## src/sv/bqra_pkg.sv

```systemverilog
// ----------------------------------------------------------------------------
// bqra_pkg
// Word types, command and status groups and codes for the bounded queue
// with running average.
// ----------------------------------------------------------------------------
`default_nettype none

package bqra_pkg;

   localparam int ID_W     = 16;
   localparam int HEIGHT_W = 9;
   localparam int KIND_W   = 2;

   localparam logic MODE_INSERT = 1'b0;
   localparam logic MODE_REMOVE = 1'b1;

   localparam logic [KIND_W-1:0] KIND_AVERAGE = 2'd0;
   localparam logic [KIND_W-1:0] KIND_REMOVED = 2'd1;
   localparam logic [KIND_W-1:0] KIND_EMPTY   = 2'd2;

   typedef struct packed {
      logic                mode;
      logic [ID_W-1:0]     player_id;
      logic [HEIGHT_W-1:0] height;
   } req_type;

   typedef struct packed {
      logic [KIND_W-1:0]   result_kind;
      logic [HEIGHT_W-1:0] average;
      logic [ID_W-1:0]     removed_id;
      logic [HEIGHT_W-1:0] removed_height;
   } rsp_type;

   typedef struct packed {
      logic accept_insert;
      logic accept_remove;
      logic div_step;
      logic round_result;
      logic load_out;
   } cmd_type;

   typedef struct packed {
      logic div_last;
   } status_type;

endpackage

`default_nettype wire

```

## src/sv/bounded_queue_running_average.sv

```systemverilog
// ----------------------------------------------------------------------------
// bounded_queue_running_average
// Bounded FIFO of identifier and height entries with a rounded running
// mean of the stored heights reported after every insert.
// ----------------------------------------------------------------------------
// Insert: the result is set by the one-bit-a-cycle divider over the SUM_W-bit
//   height sum, then rounded into the result register.
// Remove: the result goes straight into the result register.
// One word in flight; the next is taken the cycle after the result is
//   loaded into the output register, even while that result is stalled.
// Synchronous reset empties the FIFO and clears the sum; no clearing pass.
// ----------------------------------------------------------------------------
`default_nettype none

module bounded_queue_running_average
   import bqra_pkg::*;
#(
   parameter int DEPTH = 5
) (
   input  wire logic    clock,
   input  wire logic    reset,
   input  wire logic    req_valid,
   output logic         req_stall,
   input  wire req_type req_data,
   output logic         rsp_valid,
   input  wire logic    rsp_stall,
   output rsp_type      rsp_data
);

   cmd_type    cmd;
   status_type status;

   bqra_ctrl u_ctrl (
      .clock     (clock),
      .reset     (reset),
      .req_valid (req_valid),
      .req_mode  (req_data.mode),
      .req_stall (req_stall),
      .rsp_valid (rsp_valid),
      .rsp_stall (rsp_stall),
      .status    (status),
      .cmd       (cmd)
   );

   bqra_dp #(
      .DEPTH (DEPTH)
   ) u_dp (
      .clock    (clock),
      .reset    (reset),
      .req_data (req_data),
      .cmd      (cmd),
      .status   (status),
      .rsp_data (rsp_data)
   );

   a_one_in_flight: assert property (@(posedge clock) disable iff (reset)
      (req_valid && !req_stall) |=> req_stall)
      else $error("second word accepted while one is in flight");

   a_no_accept_while_dividing: assert property (@(posedge clock) disable iff (reset)
      cmd.div_step |-> req_stall)
      else $error("input taken during division");

   a_insert_fields_clear: assert property (@(posedge clock) disable iff (reset)
      (rsp_valid && rsp_data.result_kind == KIND_AVERAGE)
         |-> (rsp_data.removed_id == '0 && rsp_data.removed_height == '0))
      else $error("average result carries removed entry fields");

   a_load_only_when_free: assert property (@(posedge clock) disable iff (reset)
      cmd.load_out |-> (!rsp_valid || !rsp_stall))
      else $error("output register overwritten while stalled");

endmodule

`default_nettype wire

```

## src/sv/bqra_ctrl.sv

```systemverilog
// ----------------------------------------------------------------------------
// bqra_ctrl
// Sequencer: takes one word at a time, runs the divider on inserts and
// hands the result to the output register.
// ----------------------------------------------------------------------------
`default_nettype none

module bqra_ctrl
   import bqra_pkg::*;
(
   input  wire logic       clock,
   input  wire logic       reset,
   input  wire logic       req_valid,
   input  wire logic       req_mode,
   output logic            req_stall,
   output logic            rsp_valid,
   input  wire logic       rsp_stall,
   input  wire status_type status,
   output cmd_type         cmd
);

   localparam logic [1:0] S_IDLE = 2'd0;
   localparam logic [1:0] S_DIV  = 2'd1;
   localparam logic [1:0] S_RND  = 2'd2;
   localparam logic [1:0] S_OUT  = 2'd3;

   logic [1:0] state_ff, state_in;
   logic       rsp_valid_ff, rsp_valid_in;
   logic       out_free;

   assign out_free  = !rsp_valid_ff || !rsp_stall;
   assign req_stall = (state_ff != S_IDLE);
   assign rsp_valid = rsp_valid_ff;

   always_comb begin
      cmd      = '0;
      state_in = state_ff;
      unique case (state_ff)
         S_IDLE: begin
            if (req_valid) begin
               if (req_mode == MODE_REMOVE) begin
                  cmd.accept_remove = 1'b1;
                  state_in          = S_OUT;
               end else begin
                  cmd.accept_insert = 1'b1;
                  state_in          = S_DIV;
               end
            end
         end
         S_DIV: begin
            cmd.div_step = 1'b1;
            if (status.div_last) begin
               state_in = S_RND;
            end
         end
         S_RND: begin
            cmd.round_result = 1'b1;
            state_in         = S_OUT;
         end
         S_OUT: begin
            // hold the result until the output register is free
            if (out_free) begin
               cmd.load_out = 1'b1;
               state_in     = S_IDLE;
            end
         end
         default: begin
            state_in = S_IDLE;
         end
      endcase
   end

   always_comb begin
      rsp_valid_in = rsp_valid_ff;
      if (cmd.load_out) begin
         rsp_valid_in = 1'b1;
      end else if (!rsp_stall) begin
         rsp_valid_in = 1'b0;
      end
   end

   always_ff @(posedge clock) begin
      if (reset) begin
         state_ff     <= S_IDLE;
         rsp_valid_ff <= 1'b0;
      end else begin
         state_ff     <= state_in;
         rsp_valid_ff <= rsp_valid_in;
      end
   end

endmodule

`default_nettype wire

```

## src/sv/bqra_dp.sv

```systemverilog
// ----------------------------------------------------------------------------
// bqra_dp
// Datapath: circular entry store, running height sum, bit-serial restoring
// divider with round-half-even, result and output registers.
// ----------------------------------------------------------------------------
`default_nettype none

module bqra_dp
   import bqra_pkg::*;
#(
   parameter int DEPTH = 5
) (
   input  wire logic    clock,
   input  wire logic    reset,
   input  wire req_type req_data,
   input  wire cmd_type cmd,
   output status_type   status,
   output rsp_type      rsp_data
);

   localparam int CNT_W  = $clog2(DEPTH + 1);
   localparam int IDX_W  = (DEPTH > 1) ? $clog2(DEPTH) : 1;
   localparam int PTR_W  = CNT_W + 1;
   localparam int SUM_W  = HEIGHT_W + CNT_W;
   localparam int STEP_W = $clog2(SUM_W);

   logic [ID_W-1:0]     ids_ff     [DEPTH];
   logic [HEIGHT_W-1:0] heights_ff [DEPTH];

   logic [IDX_W-1:0]  head_ff, head_in;
   logic [CNT_W-1:0]  count_ff, count_in;
   logic [SUM_W-1:0]  sum_ff, sum_in;

   logic [SUM_W-1:0]  quo_ff;
   logic [CNT_W-1:0]  rem_ff;
   logic [STEP_W-1:0] step_ff;

   rsp_type res_ff;
   rsp_type out_ff;

   logic                full, empty;
   logic [IDX_W-1:0]    head_next;
   logic [PTR_W-1:0]    tail_raw, tail_wrap;
   logic [IDX_W-1:0]    tail_idx;
   logic [ID_W-1:0]     head_id;
   logic [HEIGHT_W-1:0] head_h;

   logic [CNT_W:0]      trial;
   logic                trial_ge;
   logic [CNT_W:0]      trial_diff;
   logic [CNT_W:0]      twice_rem;
   logic [CNT_W:0]      count_ext;
   logic                round_up;
   logic [HEIGHT_W-1:0] average;

   assign full  = (count_ff == CNT_W'(DEPTH));
   assign empty = (count_ff == '0);

   assign head_next = (head_ff == IDX_W'(DEPTH - 1)) ? '0 : head_ff + IDX_W'(1);

   // a full insert lands on the head slot, which is where the tail wraps to
   assign tail_raw  = PTR_W'(head_ff) + PTR_W'(count_ff);
   assign tail_wrap = (tail_raw >= PTR_W'(DEPTH)) ? tail_raw - PTR_W'(DEPTH) : tail_raw;
   assign tail_idx  = tail_wrap[IDX_W-1:0];

   assign head_id = ids_ff[head_ff];
   assign head_h  = heights_ff[head_ff];

   always_comb begin
      head_in  = head_ff;
      count_in = count_ff;
      sum_in   = sum_ff;
      if (cmd.accept_insert) begin
         if (full) begin
            head_in = head_next;
            sum_in  = sum_ff - SUM_W'(head_h) + SUM_W'(req_data.height);
         end else begin
            count_in = count_ff + CNT_W'(1);
            sum_in   = sum_ff + SUM_W'(req_data.height);
         end
      end else if (cmd.accept_remove && !empty) begin
         head_in  = head_next;
         count_in = count_ff - CNT_W'(1);
         sum_in   = sum_ff - SUM_W'(head_h);
      end
   end

   always_ff @(posedge clock) begin
      if (reset) begin
         head_ff  <= '0;
         count_ff <= '0;
         sum_ff   <= '0;
      end else begin
         head_ff  <= head_in;
         count_ff <= count_in;
         sum_ff   <= sum_in;
      end
   end

   always_ff @(posedge clock) begin
      if (cmd.accept_insert) begin
         ids_ff[tail_idx]     <= req_data.player_id;
         heights_ff[tail_idx] <= req_data.height;
      end
   end

   // restoring division of the new sum by the new count, one bit a cycle
   assign trial      = {rem_ff, quo_ff[SUM_W-1]};
   assign count_ext  = {1'b0, count_ff};
   assign trial_ge   = (trial >= count_ext);
   assign trial_diff = trial - count_ext;

   always_ff @(posedge clock) begin
      if (cmd.accept_insert) begin
         quo_ff  <= sum_in;
         rem_ff  <= '0;
         step_ff <= STEP_W'(SUM_W - 1);
      end else if (cmd.div_step) begin
         quo_ff  <= {quo_ff[SUM_W-2:0], trial_ge};
         rem_ff  <= trial_ge ? trial_diff[CNT_W-1:0] : trial[CNT_W-1:0];
         step_ff <= step_ff - STEP_W'(1);
      end
   end

   assign status.div_last = (step_ff == '0);

   // round to nearest, ties to even
   assign twice_rem = {rem_ff, 1'b0};
   assign round_up  = (twice_rem > count_ext) || ((twice_rem == count_ext) && quo_ff[0]);
   assign average   = quo_ff[HEIGHT_W-1:0] + HEIGHT_W'(round_up);

   always_ff @(posedge clock) begin
      if (cmd.accept_remove) begin
         res_ff.average <= '0;
         if (empty) begin
            res_ff.result_kind    <= KIND_EMPTY;
            res_ff.removed_id     <= '0;
            res_ff.removed_height <= '0;
         end else begin
            res_ff.result_kind    <= KIND_REMOVED;
            res_ff.removed_id     <= head_id;
            res_ff.removed_height <= head_h;
         end
      end else if (cmd.round_result) begin
         res_ff.result_kind    <= KIND_AVERAGE;
         res_ff.average        <= average;
         res_ff.removed_id     <= '0;
         res_ff.removed_height <= '0;
      end
   end

   always_ff @(posedge clock) begin
      if (cmd.load_out) begin
         out_ff <= res_ff;
      end
   end

   assign rsp_data = out_ff;

endmodule

`default_nettype wire
```

## config.mk

```make
export PLATFORM = sky130hd
export DESIGN_NAME = bounded_queue_running_average
export DESIGN_NICKNAME = d
export VERILOG_FILES = /design/src/sv/bqra_pkg.sv /design/src/sv/bounded_queue_running_average.sv /design/src/sv/bqra_ctrl.sv /design/src/sv/bqra_dp.sv
export SDC_FILE = /design/constraint.sdc
export NUM_CORES = 1
export LEC_CHECK = 0
export ABC_AREA = 0
export BUFFER_PORTS_ARGS = -buffer_cell sky130_fd_sc_hd__buf_2
export CAP_MARGIN = 15
export CORE_MARGIN = 3
export CORE_UTILIZATION = 55
export CTS_CLUSTER_DIAMETER = 40
export CTS_CLUSTER_SIZE = 28
export DETAILED_ROUTE_END_ITERATION = 10
export HOLD_SLACK_MARGIN = 0.08
export PLACE_DENSITY = 0.73
export RECOVER_POWER = 25
export SKIP_LAST_GASP = 1
export SLEW_MARGIN = 20
export SYNTH_ARGS = -nofsm -noshare
export SYNTH_HDL_FRONTEND = slang
export SYNTH_SLANG_ARGS = --single-unit
```

## constraint.sdc

```tcl
create_clock -name clock -period 11.54 [get_ports clock]
set_input_delay 2.885 -clock clock [delete_from_list [all_inputs] [get_ports clock]]
set_output_delay 2.885 -clock clock [all_outputs]
set_load 0.1 [all_outputs]
```

# == After elaboration in Yosys (flattened, before gate mapping) ==
# Memories as Yosys holds them, arrays and structs flattened. A register that Yosys moved wholly into a read port is not among the register bits.
# Cells that the tools add are included.
# totals
reg_bits,112
ramBits,125
inputBits,30
output_inout_bits,38
word_cells,100
n_memories,2
# mem_list
memory,depth,word_bits,rd,rd_clocked_by_memory_dff,wr,line,source
u_dp.ids_ff,5,16,1,1,1,bqra_dp.sv:27,logic [ID_W-1:0] ids_ff [DEPTH];
u_dp.heights_ff,5,9,1,1,1,bqra_dp.sv:28,logic [HEIGHT_W-1:0] heights_ff [DEPTH];
# op_classes
addsub,11
magnitude_cmp,3
n_eq_ne,12
n_mux,39
reduce_logical,17
# op_table
op,count
36-bit 2-to-1 mux,2
12-bit 2-to-1 mux,5
3-bit 2-to-1 mux,13
25-bit 2-to-1 mux,1
12-bit by 9-bit adder with 12-bit output,2
2-bit 2-to-1 mux,7
12-bit by 9-bit subtractor with 12-bit output,1
1-bit 2-to-1 mux,10
9-bit by 1-bit adder with 9-bit output,1
2-bit case mux with 4 select lines,1
2-bit nonzero test,4
"3-bit by 1-bit adder with 3-bit output, second input constant",2
"3-bit == test, second input constant",2
"2-bit by 1-bit != test with 1-bit output, second input constant",3
"2-bit != test, second input constant",3
3-bit by 3-bit adder with 4-bit output,1
"2-bit == test, second input constant",2
4-bit by 3-bit == test with 1-bit output,1
4-bit by 3-bit >= comparator with 1-bit output,1
"4-bit by 3-bit >= comparator with 1-bit output, second input constant",1
4-bit by 3-bit greater-than comparator with 1-bit output,1
4-bit logical NOT,1
2-bit AND reduction,2
"4-bit by 1-bit subtractor with 4-bit output, second input constant",1
other kinds (10),14

# == Longest topological paths before layout ==
# depth
depth_word,8
depth_mapped,20
depth_no_buf,19

# == Cells and area by module ==
# From an unflattened synthesis, not the netlist that was laid out.
# hier_totals
hier_cells,711
hier_area_um2,10401.2
# modules_own_cells
mod,instances,cells_each,area_per_inst_um2,seq_area_each_um2
bqra_dp,1,684,10156.0,6746.5
bqra_ctrl,1,27,245.2,60.1

# == Least setup slack after synthesis ==
# OpenSTA, ideal clock, no wires.
# synth_path
path_kind,input to register
startpoint,input rsp_stall
endpoint,register u_dp.out_ff (netlist bit u_dp.rsp_data[0]) (enable)
setup_ns,0.484
t_arrival_ns,5.548
required_ns,11.056
slack_ns,5.507
stages,1
path_buffers,0
path_cell_list,a21boi_0
# synth_between
elab_chain_cells,4
# synth_lines
item,line,source
from (decl),bounded_queue_running_average.sv:26,"input wire logic rsp_stall,"
1-bit logical NOT,bqra_ctrl.sv:31,assign out_free = !rsp_valid_ff || !rsp_stall;
1-bit logical OR,bqra_ctrl.sv:31,
1-bit 2-to-1 mux,bqra_ctrl.sv:62,if (out_free) begin
1-bit 2-to-1 mux,bqra_ctrl.sv:38,unique case (state_ff)
to (signal assigned),bqra_dp.sv:154,out_ff <= res_ff;
to (decl),bqra_dp.sv:39,rsp_type out_ff;
# Every way passes these cells.
# A chain may end at the register's enable or synchronous reset.

# == Worst setup path in the final report ==
# layout_path
startpoint,input req_valid
endpoint,register u_dp.head_ff[2]
# layout_between
elab_chain_cells,5
word_cells_on_any_way,7
classes_between,1 x eq/ne; 3 x mux; 3 x reduce/logical
# layout_lines
item,line,source
from (decl),bounded_queue_running_average.sv:22,"input wire logic req_valid,"
2-bit 2-to-1 mux (*),bqra_ctrl.sv:40,if (req_valid) begin
2-bit 2-to-1 mux (*),bqra_ctrl.sv:38,
1-bit logical AND,bqra_dp.sv:81,end else if (cmd.accept_remove && !empty) begin
2-bit nonzero test (no line),n/a,
2-bit AND reduction (no line),n/a,
to (signal assigned),bqra_dp.sv:94,head_ff <= head_in;
to (decl),bqra_dp.sv:30,"logic [IDX_W-1:0] head_ff, head_in;"
# Mark *: on every way between the ends. The rest lies on a longest branch, timed or not.

==> key figures <==
Status
  • Status: finished, final reports clean

Detailed routing
  • Routed via count: 6145
  • Number of iterations in the first detailed-routing pass: 5
  • Vias per cell: roughly 5.8
  • Wire per inst: about 19 um
  • DR iter-0 viols: 380
  • DRC: 0
  • Drt total wl: around 20000 um
  • Antenna Nets Post-Route: 0

Yosys
  • Post-synth cell types: 57
  • Sequential area share after synthesis: 0.659
  • Synth Instances: approximately 730
  • Post-Syn Area: a little over 10000 um^2
  • Syn Area/Cell: between 10 and 15 um^2
  • Main synth FF type: edfxtp_1
  • FF+latch count, synth: between 200 and 250
  • Synth async-reset ratio: 0
  • Post-synth EDFFs: 200
  • Post-Syn Nets: 804
  • Synth warn: 0

Power and ir drop
  • Total Power: a little under 0.003 W
  • Switching Share: 0.338
  • Leakage power total: 4.23 nW
  • Clk pwr share: 0.307
  • Switch Pwr: approximately 0.0010 W
  • Combinational group share of total power: 0.276
  • Share of power burned in registers: 0.416
  • Total power per unit cell area: 247 nW/um^2
  • Peak supply drop: between 100 and 150 uV
  • Internal cell power: approximately 0.0020 W

GRT
  • First-pass GRT wire length: roughly 33000 um
  • Pin count of the biggest net entering global routing: between 40 and 50
  • Number of global-route vias before repair: just over 6000
  • Gr usage total: 0.205
  • Initial antenna violation count: 0
  • GRT overflow: 0

Setup path
  • CP Max Fanout: 35
  • Critical Path RT: around 12 ns
  • Kind of critical path: primary input to register
  • CP Launch Type: primary input
  • CP endpoint kind: register
  • Reg2reg path depth: 19
  • Worst EP arrival: ~5.7 ns

Finish
  • Most frequent cells in the layout: edfxtp_1 (200), nor2_1 (71), nand2_1 (68), buf_2 (49), ha_1 (41)
  • # nets final: about 890
  • Most common cell after layout, fill and taps aside: edfxtp_1
  • Final cell count without fillers: between 1000 and 1500
  • # diodes: 0
  • Area delta synth->final: 15.6%
  • Share of cells above drive strength 1: 0.184

Clock tree
  • CTS Sinks: 240
  • Post-CTS sizing: 0
  • CTS Buffer Depth: 3
  • Root buf cell: clkbuf_16
  • Hold_buf cts: 0
  • Post-CTS setup buffers: 0
  • CTS tree: done
  • CTS Buf Count: 31
  • CTS clk-pin slew, worst paths: ~0.060 ns
  • Number of H-tree levels: 1
  • Later-pin clock latency in the skew report: 0.55 ns

Floorplan
  • Die area: ~20000 um^2
  • Initial core utilization: 0.567
  • Number of cell rows: between 40 and 50
  • Die height: 143 um
  • DIE WIDTH: ~140 um
  • Core area: 18200 um^2
  • Ports: ~70

STA
  • Clock skew: between 0.02 and 0.025 ns
  • RSZ-0062 raised after global routing: false
  • Final hold viol count: 0
  • Slew @ Worst Pin: between 1 and 1.5 ns
  • TNS Setup: 0 ns
  • Slew margin rel.: 0.304
  • Post-route minimum period: between 5 and 6 ns
  • Max Freq: between 0.15 and 0.2 GHz
  • Fin. max-slew vios: 0
  • Period utilization: 0.463
  • Endpoints failing setup: 0

Place
  • Placed wire-length estimate: between 10000 and 15000 um
  • Placed insts: 1007
  • Routability cong.: 0.880
  • IO buf count: 67

Job
  • Max_cap viols: 0

Hold path
  • Hold Path Depth: 0
  • Hold Path Class: register to register
==> synth_stat cells, types with 2 or more instances <==
library cell,n,share of area
dfxtp_1,40,0.078
and2_1,2,0.0012
mux4_2,25,0.055
buf_1,2,0.00073
buf_2,3,0.0015
nand2b_1,4,0.0024
nand2_1,68,0.025
o21ai_0,27,0.013
o211ai_1,4,0.0029
nor2b_1,5,0.0030
nor4b_1,2,0.0017
nor3_1,9,0.0044
xnor2_1,24,0.020
and3_1,6,0.0036
xor2_1,12,0.010
or2_2,2,0.0012
a21oi_1,36,0.017
a311oi_1,2,0.0017
inv_1,21,0.0076
nand3_1,11,0.0053
ha_1,41,0.050
o41ai_1,2,0.0017
a211oi_1,16,0.012
mux2i_1,28,0.027
a211o_1,2,0.0017
edfxtp_1,200,0.58
nor3b_1,2,0.0015
clkbuf_1,21,0.0076
fa_1,5,0.0097
clkinv_1,2,0.00073
nor2_1,72,0.026
a21o_1,5,0.0036
a31oi_1,2,0.0012
nand4_1,2,0.0012
==> power by group through the flow <==
| stage | combinational, W | sequential [W] | clock, W |
|---|---|---|---|
| after floorplan | 0.000503 | 0.00135 | 0 |
| after CTS | 0.000818 | 0.00123 | 0.000920 |
| after global placement | 0.000783 | 0.00123 | 0 |
| after global routing | 0.000899 | 0.00124 | 0.000959 |
| after detailed placement | 0.000814 | 0.00125 | 0 |
| final | 0.000815 | 0.00123 | 0.000907 |
==> cells by family after synthesis <==
kind of cell               share of synthesized area
DFF                                            0.659
muxes                                         0.0827
adders and majority gates                     0.0594
xor gates and xnor gates                      0.0305
buffers and inverters                         0.0182
and+or+nand+nor                               0.0852
AOI/OAI and AO/OA                             0.0651
==> sequential cells by signal, indices dropped and copies added (netlist names), named ones only <==
signal,cells
u_dp.ids_ff,80
u_dp.heights_ff,45
u_dp.res_ff,36
u_dp.rsp_data,36
u_dp.quo_ff,12
u_dp.sum_ff,12
u_dp.step_ff,4
u_dp.count_ff,3
u_dp.head_ff,3
u_dp.rem_ff,3
u_ctrl.state_ff,2
u_ctrl.rsp_valid,1
==> critical path, stage by stage <==
cell and delay, ns:
buf_2 0.10, nand2_1 0.08, nor2_2 0.08, buf_4 0.29
clkinv_1 0.88, o21ai_0 0.96, o21ai_0 0.20, a21oi_1 0.18
nor2_1 0.07
==> final cells by class <==
class / count / area [um^2]
Sequential cell: 240 / 6810
Fill cell: 1282 / 6270
Multi-Input combinational cell: 439 / 3380
Clock buffer: 35 / 791
Timing Repair Buffer: 76 / 380
Tap cell: 229 / 287
Clock inverter: 23 / 208
Inverter: 23 / 86.3
==> stage by stage <==
step	utilization	hold slack [ns]	setup WS (ns)	instance area (um^2)
2_1_floorplan	-	0.400	5.51	10300
3_3_place_gp	0.602	0.400	6.02	11000
3_5_place_dp	0.602	0.405	5.74	11000
4_1_cts	0.657	0.417	6.30	12000
5_1_grt	0.656	0.428	5.95	11900
6_report	0.656	0.415	6.19	11900
==> metal layers <==
| layer | wire length, um | track usage | vias up |
|---|---|---|---|
| met1 | 8980 | 0.276 | 3069 |
| li1 | - | - | 2895 |
| met3 | 937 | 0.0352 | 28 |
| met5 | 0 | 0 | - |
| met2 | 10200 | 0.344 | 153 |
| met4 | 425 | 0.0610 | 0 |
==> worst paths after layout <==
kind	slack (ns)	from	to
max	6.19	req_valid	u_dp.head_ff[2]$_SDFFE_PP0P_
min	0.41	u_dp.res_ff[11]$_DFFE_PP_	u_dp.rsp_data[11]$_DFFE_PP_
max reg2reg	6.46	register	u_dp.quo_ff[11]$_DFFE_PP_
min reg2reg	0.41	u_dp.res_ff[11]$_DFFE_PP_	u_dp.rsp_data[11]$_DFFE_PP_
(Power assumes the default switching activity.)
